===== src/design/line_raster_color_interp_macros.svh =====
// ---------------------------------------------------------------------------
// Assertion macros used by the line rasterizer controller
// ---------------------------------------------------------------------------
`ifndef LINE_RASTER_COLOR_INTERP_MACROS_SVH
`define LINE_RASTER_COLOR_INTERP_MACROS_SVH

// Check a property on every rising clock edge outside reset.
`define LRCI_ASSERT(lbl, prop, msg) \
  lbl: assert property (@(posedge clk_i) disable iff (!rst_ni) (prop)) else $error(msg);

// Check that a condition leads to a consequence in the next cycle.
`define LRCI_ASSERT_NEXT(lbl, ante, cons, msg) \
  lbl: assert property (@(posedge clk_i) disable iff (!rst_ni) (ante) |=> (cons)) \
    else $error(msg);

`endif


===== src/design/lrci_pkg.sv =====
// ---------------------------------------------------------------------------
// lrci_pkg
// Shared constants, opcodes and controller/datapath interface types.
// ---------------------------------------------------------------------------
package lrci_pkg;

  localparam int unsigned COORD_BITS_DEF = 12;
  localparam int unsigned CHAN_BITS      = 8;
  localparam int unsigned NUM_CHAN       = 4;
  localparam int unsigned COLOR_BITS     = CHAN_BITS * NUM_CHAN;

  localparam logic OP_LOAD = 1'b0;
  localparam logic OP_STEP = 1'b1;

  // Commands from the controller to the datapath, at most one per cycle.
  typedef struct packed {
    logic load;      // capture endpoints and colors, seed the dividers
    logic div_step;  // one restoring-division step in every color lane
    logic fin;       // turn quotient/remainder into floor step terms
    logic pix_step;  // register the current pixel and advance the walk
  } ctrl_cmd_t;

  // Status from the datapath back to the controller.
  typedef struct packed {
    logic line_empty;  // pixel count is zero
    logic last;        // current pixel is the final one
  } dp_status_t;

endpackage


===== src/design/lrci_datapath.sv =====
// ---------------------------------------------------------------------------
// lrci_datapath
// Line walk registers, per-channel divider lanes, color accumulators and
// the output pixel register.
// ---------------------------------------------------------------------------
module lrci_datapath #(
  parameter int unsigned COORD_BITS = lrci_pkg::COORD_BITS_DEF
) (
  input  logic                            clk_i,
  input  logic                            rst_ni,
  input  lrci_pkg::ctrl_cmd_t             cmd_i,
  output lrci_pkg::dp_status_t            status_o,
  input  logic [COORD_BITS-1:0]           x_start_i,
  input  logic [COORD_BITS-1:0]           y_start_i,
  input  logic [COORD_BITS-1:0]           x_end_i,
  input  logic [COORD_BITS-1:0]           y_end_i,
  input  logic [lrci_pkg::COLOR_BITS-1:0] color_start_i,
  input  logic [lrci_pkg::COLOR_BITS-1:0] color_end_i,
  output logic [COORD_BITS-1:0]           pixel_x_o,
  output logic [COORD_BITS-1:0]           pixel_y_o,
  output logic [lrci_pkg::COLOR_BITS-1:0] pixel_color_o,
  output logic                            last_pixel_o
);

  localparam int unsigned CB = COORD_BITS;
  localparam int unsigned CW = lrci_pkg::CHAN_BITS;
  localparam int unsigned NC = lrci_pkg::NUM_CHAN;

  function automatic logic [CB-1:0] move_coord(input logic [CB-1:0] c, input logic neg);
    return neg ? c - CB'(1) : c + CB'(1);
  endfunction

  // Walk state
  logic [CB-1:0]        cur_x_q, cur_y_q, n_q, minor_q, idx_q;
  logic signed [CB+1:0] err_q;
  logic                 x_neg_q, y_neg_q, steep_q;

  // Color lanes
  logic [CW-1:0] base_q [NC];
  logic          dneg_q [NC];
  logic [CW-1:0] dvd_q  [NC];
  logic [CB-1:0] rem_q  [NC];
  logic [CW-1:0] qd_q   [NC];
  logic [CB-1:0] rd_q   [NC];
  logic [CW-1:0] qacc_q [NC];
  logic [CB-1:0] racc_q [NC];

  // Output register
  logic [CB-1:0] pix_x_q, pix_y_q;
  logic [lrci_pkg::COLOR_BITS-1:0] pix_color_q, pix_color_d;
  logic          last_q;

  // Load-time deltas
  logic [CB:0]   dx, dy, ndx, ndy;
  logic [CB-1:0] adx, ady;
  logic          steep_d;
  logic [CW:0]   cdiff [NC];
  logic [CW:0]   ncdiff [NC];

  // Divider and step terms
  logic [CB:0]   trial [NC];
  logic [CB:0]   trial_sub [NC];
  logic          fits [NC];
  logic [CB:0]   rsum [NC];
  logic [CB:0]   rsub [NC];
  logic          wrap [NC];

  logic signed [CB+1:0] err_add, err_next;
  logic                 minor_adv, last_d;
  logic [CB-1:0]        next_x, next_y;

  always_comb begin
    dx      = {1'b0, x_end_i} - {1'b0, x_start_i};
    dy      = {1'b0, y_end_i} - {1'b0, y_start_i};
    ndx     = (CB+1)'(0) - dx;
    ndy     = (CB+1)'(0) - dy;
    adx     = dx[CB] ? ndx[CB-1:0] : dx[CB-1:0];
    ady     = dy[CB] ? ndy[CB-1:0] : dy[CB-1:0];
    steep_d = ady > adx;

    for (int k = 0; k < NC; k++) begin
      cdiff[k]  = {1'b0, color_end_i[k*CW +: CW]} - {1'b0, color_start_i[k*CW +: CW]};
      ncdiff[k] = (CW+1)'(0) - cdiff[k];

      trial[k]     = {rem_q[k], dvd_q[k][CW-1]};
      trial_sub[k] = trial[k] - {1'b0, n_q};
      fits[k]      = trial[k] >= {1'b0, n_q};

      rsum[k] = {1'b0, racc_q[k]} + {1'b0, rd_q[k]};
      rsub[k] = rsum[k] - {1'b0, n_q};
      wrap[k] = rsum[k] >= {1'b0, n_q};

      pix_color_d[k*CW +: CW] = base_q[k] + qacc_q[k];
    end

    // Error test: advance the minor axis when twice the error exceeds n.
    err_add   = err_q + $signed({2'b00, minor_q});
    minor_adv = $signed({err_add, 1'b0}) > $signed({3'b000, n_q});
    err_next  = minor_adv ? err_add - $signed({2'b00, n_q}) : err_add;

    next_x = cur_x_q;
    next_y = cur_y_q;
    if (steep_q) begin
      next_y = move_coord(cur_y_q, y_neg_q);
      if (minor_adv) next_x = move_coord(cur_x_q, x_neg_q);
    end else begin
      next_x = move_coord(cur_x_q, x_neg_q);
      if (minor_adv) next_y = move_coord(cur_y_q, y_neg_q);
    end

    last_d = idx_q == (n_q - CB'(1));
  end

  assign status_o.line_empty = n_q == '0;
  assign status_o.last       = last_d;

  // Walk, lane and output registers; clear everything on reset.
  always_ff @(posedge clk_i or negedge rst_ni) begin
    if (!rst_ni) begin
      cur_x_q     <= '0;
      cur_y_q     <= '0;
      n_q         <= '0;
      minor_q     <= '0;
      idx_q       <= '0;
      err_q       <= '0;
      x_neg_q     <= 1'b0;
      y_neg_q     <= 1'b0;
      steep_q     <= 1'b0;
      pix_x_q     <= '0;
      pix_y_q     <= '0;
      pix_color_q <= '0;
      last_q      <= 1'b0;
      for (int k = 0; k < NC; k++) begin
        base_q[k] <= '0;
        dneg_q[k] <= 1'b0;
        dvd_q[k]  <= '0;
        rem_q[k]  <= '0;
        qd_q[k]   <= '0;
        rd_q[k]   <= '0;
        qacc_q[k] <= '0;
        racc_q[k] <= '0;
      end
    end else begin
      if (cmd_i.load) begin
        cur_x_q <= x_start_i;
        cur_y_q <= y_start_i;
        x_neg_q <= dx[CB];
        y_neg_q <= dy[CB];
        steep_q <= steep_d;
        n_q     <= steep_d ? ady : adx;
        minor_q <= steep_d ? adx : ady;
        for (int k = 0; k < NC; k++) begin
          base_q[k] <= color_start_i[k*CW +: CW];
          dneg_q[k] <= cdiff[k][CW];
          dvd_q[k]  <= cdiff[k][CW] ? ncdiff[k][CW-1:0] : cdiff[k][CW-1:0];
          rem_q[k]  <= '0;
        end
      end

      if (cmd_i.div_step) begin
        for (int k = 0; k < NC; k++) begin
          rem_q[k] <= fits[k] ? trial_sub[k][CB-1:0] : trial[k][CB-1:0];
          dvd_q[k] <= {dvd_q[k][CW-2:0], fits[k]};
        end
      end

      // Floor division of a negative delta: borrow one when a remainder is left.
      if (cmd_i.fin) begin
        idx_q <= '0;
        err_q <= '0;
        for (int k = 0; k < NC; k++) begin
          qacc_q[k] <= '0;
          racc_q[k] <= '0;
          if (dneg_q[k] && (rem_q[k] != '0)) begin
            qd_q[k] <= ~dvd_q[k];
            rd_q[k] <= n_q - rem_q[k];
          end else if (dneg_q[k]) begin
            qd_q[k] <= CW'(0) - dvd_q[k];
            rd_q[k] <= '0;
          end else begin
            qd_q[k] <= dvd_q[k];
            rd_q[k] <= rem_q[k];
          end
        end
      end

      if (cmd_i.pix_step) begin
        pix_x_q     <= cur_x_q;
        pix_y_q     <= cur_y_q;
        pix_color_q <= pix_color_d;
        last_q      <= last_d;
        cur_x_q     <= next_x;
        cur_y_q     <= next_y;
        err_q       <= err_next;
        idx_q       <= idx_q + CB'(1);
        for (int k = 0; k < NC; k++) begin
          qacc_q[k] <= qacc_q[k] + qd_q[k] + {{(CW-1){1'b0}}, wrap[k]};
          racc_q[k] <= wrap[k] ? rsub[k][CB-1:0] : rsum[k][CB-1:0];
        end
      end
    end
  end

  assign pixel_x_o     = pix_x_q;
  assign pixel_y_o     = pix_y_q;
  assign pixel_color_o = pix_color_q;
  assign last_pixel_o  = last_q;

endmodule


===== src/design/lrci_ctrl.sv =====
// ---------------------------------------------------------------------------
// lrci_ctrl
// Handshake and sequencing: load, color division, finish, pixel steps.
// ---------------------------------------------------------------------------
`include "line_raster_color_interp_macros.svh"

module lrci_ctrl (
  input  logic                 clk_i,
  input  logic                 rst_ni,
  input  logic                 in_valid_i,
  input  logic                 in_op_i,
  output logic                 in_ready_o,
  output logic                 out_valid_o,
  input  logic                 out_ready_i,
  input  lrci_pkg::dp_status_t status_i,
  output lrci_pkg::ctrl_cmd_t  cmd_o
);

  localparam int unsigned CNT_BITS = $clog2(lrci_pkg::CHAN_BITS);

  typedef enum logic [1:0] {
    ST_IDLE,
    ST_DIV,
    ST_FIN
  } state_e;

  state_e              state_q;
  logic [CNT_BITS-1:0] cnt_q;
  logic                active_q;
  logic                out_valid_q;
  logic                accept;

  always_comb begin
    in_ready_o = (state_q == ST_IDLE) && (!out_valid_q || out_ready_i);
    accept     = in_valid_i && in_ready_o;
    cmd_o      = '0;
    unique case (state_q)
      ST_IDLE: begin
        if (accept) begin
          if (in_op_i == lrci_pkg::OP_LOAD) cmd_o.load = 1'b1;
          else if (active_q) cmd_o.pix_step = 1'b1;
        end
      end
      ST_DIV:  cmd_o.div_step = 1'b1;
      ST_FIN:  cmd_o.fin = 1'b1;
      default: ;
    endcase
  end

  always_ff @(posedge clk_i or negedge rst_ni) begin
    if (!rst_ni) begin
      state_q     <= ST_IDLE;
      cnt_q       <= '0;
      active_q    <= 1'b0;
      out_valid_q <= 1'b0;
    end else begin
      // Raise valid on a new pixel; otherwise drop it once taken.
      if (cmd_o.pix_step) out_valid_q <= 1'b1;
      else if (out_valid_q && out_ready_i) out_valid_q <= 1'b0;

      unique case (state_q)
        ST_IDLE: begin
          if (cmd_o.load) begin
            state_q  <= ST_DIV;
            cnt_q    <= '0;
            active_q <= 1'b0;
          end else if (cmd_o.pix_step && status_i.last) begin
            active_q <= 1'b0;
          end
        end
        ST_DIV: begin
          cnt_q <= cnt_q + CNT_BITS'(1);
          if (cnt_q == CNT_BITS'(lrci_pkg::CHAN_BITS - 1)) state_q <= ST_FIN;
        end
        ST_FIN: begin
          active_q <= !status_i.line_empty;
          state_q  <= ST_IDLE;
        end
        default: state_q <= ST_IDLE;
      endcase
    end
  end

  assign out_valid_o = out_valid_q;

  `LRCI_ASSERT(a_cmd_onehot, $onehot0(cmd_o), "more than one datapath command at once")
  `LRCI_ASSERT(a_step_active, !cmd_o.pix_step || active_q, "pixel step without an active line")
  `LRCI_ASSERT_NEXT(a_load_div, cmd_o.load, state_q == ST_DIV && !active_q, "load did not start division")
  `LRCI_ASSERT_NEXT(a_fin_active, cmd_o.fin && !status_i.line_empty, active_q, "nonempty line not activated")

endmodule


===== src/design/line_raster_color_interp.sv =====
// A step transfer's pixel is written to the output register and shows in the next cycle.
// Throughput: one step per cycle while the output is taken; a load runs through
// accept, 8 restoring-division steps in the color lanes and finish.
// The 8-step divider that splits each color delta by the pixel count sets the load time.
// Reset: asynchronous, active low; clears the controller and datapath registers,
// no line active, no pixel pending.
// ---------------------------------------------------------------------------
// line_raster_color_interp
// Integer line walker with per-pixel color interpolation.
// ---------------------------------------------------------------------------
module line_raster_color_interp #(
  parameter int unsigned COORD_BITS = lrci_pkg::COORD_BITS_DEF
) (
  input  logic                            clk_i,
  input  logic                            rst_ni,
  // Input channel: op 0 loads a line, op 1 requests the next pixel
  input  logic                            in_valid_i,
  output logic                            in_ready_o,
  input  logic                            op_i,
  input  logic [COORD_BITS-1:0]           x_start_i,
  input  logic [COORD_BITS-1:0]           y_start_i,
  input  logic [COORD_BITS-1:0]           x_end_i,
  input  logic [COORD_BITS-1:0]           y_end_i,
  input  logic [lrci_pkg::COLOR_BITS-1:0] color_start_i,
  input  logic [lrci_pkg::COLOR_BITS-1:0] color_end_i,
  // Output channel: one pixel per step transfer while a line is active
  output logic                            out_valid_o,
  input  logic                            out_ready_i,
  output logic [COORD_BITS-1:0]           pixel_x_o,
  output logic [COORD_BITS-1:0]           pixel_y_o,
  output logic [lrci_pkg::COLOR_BITS-1:0] pixel_color_o,
  output logic                            last_pixel_o
);

  // The major axis is the one with the larger absolute delta (ties go to x);
  // the line has |major delta| pixels, so the end point is not drawn.
  // Each color byte is a + floor((b - a) * i / n); the floor quotient and
  // remainder of (b - a) / n are found once per load, and then each pixel
  // adds them into a running quotient/remainder pair with one wrap compare.
  // A step with no active line is taken and dropped.

  lrci_pkg::ctrl_cmd_t  cmd;
  lrci_pkg::dp_status_t status;

  lrci_ctrl u_ctrl (
    .clk_i       (clk_i),
    .rst_ni      (rst_ni),
    .in_valid_i  (in_valid_i),
    .in_op_i     (op_i),
    .in_ready_o  (in_ready_o),
    .out_valid_o (out_valid_o),
    .out_ready_i (out_ready_i),
    .status_i    (status),
    .cmd_o       (cmd)
  );

  // The datapath takes load fields only on a load command; the output
  // register is written only on a pixel step, so it holds while stalled.
  lrci_datapath #(
    .COORD_BITS (COORD_BITS)
  ) u_datapath (
    .clk_i         (clk_i),
    .rst_ni        (rst_ni),
    .cmd_i         (cmd),
    .status_o      (status),
    .x_start_i     (x_start_i),
    .y_start_i     (y_start_i),
    .x_end_i       (x_end_i),
    .y_end_i       (y_end_i),
    .color_start_i (color_start_i),
    .color_end_i   (color_end_i),
    .pixel_x_o     (pixel_x_o),
    .pixel_y_o     (pixel_y_o),
    .pixel_color_o (pixel_color_o),
    .last_pixel_o  (last_pixel_o)
  );

endmodule

===== config.mk =====
export PLATFORM = sky130hd
export DESIGN_NAME = line_raster_color_interp
export DESIGN_NICKNAME = d
export VERILOG_FILES = /design/src/design/lrci_pkg.sv /design/src/design/lrci_datapath.sv /design/src/design/lrci_ctrl.sv /design/src/design/line_raster_color_interp.sv
export VERILOG_INCLUDE_DIRS = /design/src /design/src/design
export SDC_FILE = /design/constraint.sdc
export NUM_CORES = 2
export LEC_CHECK = 0
export BUFFER_PORTS_ARGS = -buffer_cell sky130_fd_sc_hd__buf_2
export CORE_MARGIN = 5
export CORE_UTILIZATION = 32
export DETAILED_ROUTE_END_ITERATION = 6
export GPL_TIMING_DRIVEN = 1
export PLACE_DENSITY = 0.44
export SLEW_MARGIN = 20
export SYNTH_ARGS = -nofsm -noshare
export SYNTH_HDL_FRONTEND = slang
export SYNTH_SLANG_ARGS = --single-unit

===== constraint.sdc =====
create_clock -name clk_i -period 7.4 [get_ports clk_i]
set_input_delay 0.37 -clock clk_i [delete_from_list [all_inputs] [get_ports clk_i]]
set_output_delay 0.37 -clock clk_i [all_outputs]
set_load 0.01 [all_outputs]

After elaboration in Yosys (flattened, before gate mapping). Cells that the tools add are included.

$add $sub $neg: 53. Magnitude comparators: 10. Eq/ne operators: 9. Mux-type cells: 74. Bitwise gates (word level): 4. Reductions and logical operators: 28.

Operators with widths (number): 12-bit two-way mux (32); 48-bit two-way mux (4); 12-bit subtractor (12); 32-bit two-way mux (4); 13-bit by 12-bit greater-or-equal comparator with 1-bit output (8); 8-bit two-way mux (12); 8-bit adder (8); 1-bit by 8-bit subtractor with 8-bit output (first input constant) (8); 12-bit by 12-bit adder with 13-bit output (4); 12-bit nonzero test (4); 14-bit two-way mux (3); 12-bit by 1-bit adder with 12-bit output (second input constant) (3); 12-bit by 1-bit subtractor with 12-bit output (second input constant) (3); 8-bit by 8-bit subtractor with 9-bit output (4); 8-bit by 1-bit adder with 8-bit output (4); 8-bit inverter (4); 12-bit by 12-bit subtractor with 13-bit output (2); 1-bit by 12-bit subtractor with 12-bit output (first input constant) (2); 15-bit by 13-bit greater-than comparator with 1-bit output (1); 14-bit by 13-bit adder with 14-bit output (1); 14-bit by 13-bit subtractor with 14-bit output (1); 1-bit two-way mux (13); 12-bit equality test (1); 12-bit greater-than comparator (1); 20 further kinds (39).

Register bits after elaboration: 417. Input port bits: 117. Output and inout port bits: 59. Logic and storage cells: 227.

Longest topological paths before layout.
Depth after elaboration: 10. Gate-level depth with buffers: 27. Mapped depth without buffers: 26.

Cells and area by module. Synthesis repeated with hierarchy kept, for this count alone.

Cells, all modules: 4025. Area total of the unflattened synthesis: 35660.5 µm².

By module, submodules not included: lrci_datapath (instances 1, cells an instance 3992, area an instance 35298.9 µm², sequential area each 10259.8 µm²); lrci_ctrl (instances 1, cells an instance 33, area an instance 361.6 µm², sequential area each 175.2 µm²).

Least setup slack after synthesis. Ideal clock, no wire load.

Kind: reg2reg. Start: register u_datapath.racc_q[36] (netlist name). End: register u_datapath.qacc_q[31] (netlist name). Setup time: 133 ps. Data arrival time: 5027 ps. Data required time: 7267 ps. Slack: 2240 ps. Stages on the path, launching flop included: 26. Path buffers: 0. Period minus slack after synthesis: 5160 ps. Cells stage by stage: dfrtp_1 > ha_1 > fa_1 > a21o_1 > a21oi_1 > o21a_1 > o31ai_1 > nor2_1 > xnor2_1 > ha_1 > nand3_1 > nor4_1 > or3_1 > o41ai_1 > o211ai_1 > inv_1 > fa_1 > nor2b_1 > o21ai_0 > a21boi_0 > o21ai_0 > nand2b_1 > a21o_1 > a21oi_1 > mux2i_1 > o211ai_1.

Word-level cells in the longest chain between the ends: 4.

Ends and longest elaborated chain: start: declaration (line lrci_datapath.sv:46) `logic [CB-1:0] racc_q [NC];`; start signal: indexed assignment (line lrci_datapath.sv:198) `racc_q[k] <= wrap[k] ? rsub[k][CB-1:0] : rsum[k][CB-1:0];`; 12-bit by 12-bit adder with 13-bit output (line lrci_datapath.sv:89) `rsum[k] = {1'b0, racc_q[k]} + {1'b0, rd_q[k]};`; 13-bit by 12-bit greater-or-equal comparator with 1-bit output (line lrci_datapath.sv:91) `wrap[k] = rsum[k] >= {1'b0, n_q};`; 8-bit by 1-bit adder with 8-bit output (line lrci_datapath.sv:197) `qacc_q[k] <= qacc_q[k] + qd_q[k] + {{(CW-1){1'b0}}, wrap[k]};`; 32-bit two-way mux (line lrci_datapath.sv:187) `if (cmd_i.pix_step) begin`; end signal: indexed assignment (line lrci_datapath.sv:197); end: declaration (line lrci_datapath.sv:45) `logic [CW-1:0] qacc_q [NC];`.

No other way between the ends. A chain may end at the register's enable or synchronous reset.

Worst setup path in the final report.
Start: register u_datapath.racc_q[24] (netlist name). End: register u_datapath.qacc_q[23] (netlist name).

The elaborated chain is that of the path after synthesis.

==> results.md <==
* Run status: finished clean
* First-pass GRT wire length at 168000 um
* MaxCap Viol Count at 0
* Total track usage at a little under a fifth
* Area grow syn2layout at 13.3%
* Period utilization at 81.8%
* DRT Wirelength at 106000 um
* FF+latch count, synth at 417
* Critical path data arrival time at between 6000 and 7000 ps
* Max-slew violations at 0
* Placed Instances at 5575
* DR iter-0 viols at 1836
* Clock slew at reported path FFs at 60 ps
* FFs w/ async S/R, synth at 100%
* Final hold vios at 0
* Detailed Place HPWL at just under 80000 um
* Port Buffer Count at 175
* Syn nets at 4645
* Fin crit period at 6060 ps
* Post-synth cell types at 80
* Worst R2R Start: u_datapath.racc_q[24]
* Mapped Area at 0.0344 sq mm
* Hold path depth at 3
* Worst min-delay path category: input port to register
* Post-route ant nets at 0
* Crit path max fanout at 11
* Unrepaired setup endpoints after global routing: no
* Top area cells in the synthesized netlist: dfrtp_1, ha_1, o21ai_0, xnor2_1, nand2_1
* Via density at 5.14
* Syn Inst Count at ~4100
* # resized after CTS at 0
* Layout cells sized above 1 at under 10%
* Number of enable flip-flop cells after synthesis at 0
* CTS tree: yes
* Chip width at 338 um
* Cell Area, Placed at 0.0369 sq mm
* Initial cell density of the core at 32.2%
* Final core occ at 36.4%
* Detailed-route via count at 29300
* Synthesized area per cell at 8.36 sq um
* Fillers at 11200
* Clk buf depth at 3
* Fin Setup TNS at 0 ps
* Count leader, synth: nand2_1
* Die Y at 338 um
* Yosys Warn Count at 0
* Reg2Reg Setup Slack at 1340 ps
* Area leader, netlist: dfrtp_1
* Post-synthesis sequential area ratio at 30.4%
* Worst Reg-to-Reg Cells at 27
* Predominant post-synthesis flop cell: dfrtp_1
* Clk_lat worst skew at between 600 and 700 ps
* Proportion of netlist area held by the largest area contributor at 30.4%
* Final #Nets at between 4000 and 5000
* Skew final at 23.3 ps
* Hold path start: color_start_i[18]
* DRT Pass-1 Iters at 5
* GP Congestion at 0.824
* Slew Limit Headroom at 33.7%
* # DRC at 0
* Hold endpoint: u_datapath.base_q[10]
* Core Area at 0.107 sq mm
* Slew @ Worst Pin at 994 ps
* Total CTS buffers at 54
* Antenna violations before repair at 3
* Largest net degree at the start of global routing at 109
* FP Rows at 120
* Setup-failing EPs final at 0
* CTS Root Buffer Type: clkbuf_16
* CP required at a little under 8000 ps
* Clock sinks at ~420
* Worst setup EP type: register
* H-tree lvl count at 2
* RR Endpoint: u_datapath.qacc_q[23]
* Setup Fix Bufs, Post-CTS at 0
* Critical path class: register to register
* Vias in the first global route at 29500
* Post-route cell area at approximately 0.039 sq mm
* Hold Buf Count CTS at 18
* FMAX at 165 MHz
* DR WL/cell at ~19 um
* Startpoint types: register
* Synth top cells by count: nand2_1, o21ai_0, dfrtp_1
* Non-filler cells, final at around 5700
* Grt ovf at 0
* Die area at 0.114 sq mm
* Ports at 176
[state kept, by name (all words and copies together) (netlist names), 12 cells and up]
signal,cells
u_datapath.racc_q,48
u_datapath.rd_q,48
u_datapath.rem_q,48
u_datapath.base_q,32
u_datapath.dvd_q,32
u_datapath.pixel_color_o,32
u_datapath.qacc_q,32
u_datapath.qd_q,32
u_datapath.err_q,14
u_datapath.cur_x_q,12
u_datapath.cur_y_q,12
u_datapath.idx_q,12
u_datapath.minor_q,12
u_datapath.n_q,12
u_datapath.pixel_x_o,12
u_datapath.pixel_y_o,12
[cell type report]
type	instances	area, sq um	area share, %
timing repair buffer	243	1470	3.77
sequential	417	10400	26.8
multi-input combinational	3227	22300	57.2
inverter	303	1140	2.92
clock buffer	77	1570	4.03
clock inverter	21	320	0.823
antenna	1	2.50	0.00643
tap	1403	1760	4.51
[layer usage]
| layer | vias up | track usage (%) | wire, um |
|---|---|---|---|
| met2 | 439 | 32.0 | 50900 |
| met4 | 2 | 3.73 | 2070 |
| met1 | 13900 | 25.1 | 50000 |
| li1 | 14900 | - | - |
| met5 | - | 0 | 13 |
| met3 | 106 | 2.15 | 3430 |
[how the worst max path moves through the flow]
stage                                      from               endpoint  cells after the start
after detailed placement  u_datapath.racc_q[24]  u_datapath.qacc_q[23]                     27
after global routing      u_datapath.racc_q[24]  u_datapath.qacc_q[23]                     27
after floorplan           u_datapath.racc_q[36]  u_datapath.qacc_q[31]                     25
final                     u_datapath.racc_q[24]  u_datapath.qacc_q[23]                     27
after global placement    u_datapath.racc_q[24]  u_datapath.qacc_q[23]                     27
after CTS                 u_datapath.racc_q[24]  u_datapath.qacc_q[23]                     27
[critical path, cell delays in order, from the launching register on]
cell	delay [ps]
dfrtp_1	380
ha_1	220
inv_1	80
fa_1	210
nor2b_1	60
o21ai_1	160
a21boi_1	120
o31a_1	300
o311a_1	350
a31o_2	250
a31oi_1	250
ha_1	310
a21oi_1	150
o21ai_0	170
a311oi_1	240
o21ai_0	150
a21oi_2	440
buf_4	330
fa_1	260
nor2b_1	60
o21ai_0	180
a21boi_0	170
o21ai_0	190
nand2b_1	110
a21o_1	190
a21oi_1	240
mux2i_1	220
o211ai_1	100
[per-stage QoR]
step	setup WS [ps]	hold WS (ps)
floorplan	2240	74.4
global placement	1360	457
detailed placement	1300	457
CTS	1270	0.231
global route	674	18.5
finish	1340	47.2
[logic make-up after synthesis]
kind of cell,synth area share [%]
AO/OA/AOI/OAI,21.1
XOR/XNOR,8.31
adder cells (fa/ha/maj),16.1
buffers and inverters,5.15
flip-flops,30.4
multiplexers,2.36
AND/OR/NAND/NOR,16.6
[layout by cell type, fill, tap and decap left out, drive strengths merged, types with 20 or more instances in the layout]
| cell | synthesis | routed |
|---|---|---|
| o21ai | 461 | 461 |
| a31oi | 42 | 42 |
| a21oi | 243 | 243 |
| nand2 | 463 | 463 |
| o31ai | 21 | 21 |
| buf | 27 | 225 |
| fa | 38 | 38 |
| o21a | 38 | 38 |
| nor2 | 219 | 219 |
| inv | 302 | 303 |
| nor4 | 20 | 20 |
| o211ai | 27 | 27 |
| xnor2 | 208 | 208 |
| o311ai | 29 | 29 |
| nand3 | 183 | 183 |
| or3 | 41 | 41 |
| xor2 | 118 | 118 |
| and3 | 32 | 32 |
| o21bai | 40 | 40 |
| ha | 381 | 381 |
| clkbuf | 135 | 77 |
| a21o | 71 | 71 |
| dfrtp | 417 | 417 |
| a21boi | 21 | 21 |
| nand4 | 27 | 27 |
| mux2i | 64 | 64 |
| nor2b | 66 | 66 |
| nand2b | 40 | 40 |
| a211oi | 20 | 20 |
| nor3 | 74 | 74 |
| a22oi | 39 | 39 |
Power is left out: the tool's default activity adds up to more than one toggle a clock period on the data nets, which glitch-free logic cannot reach.
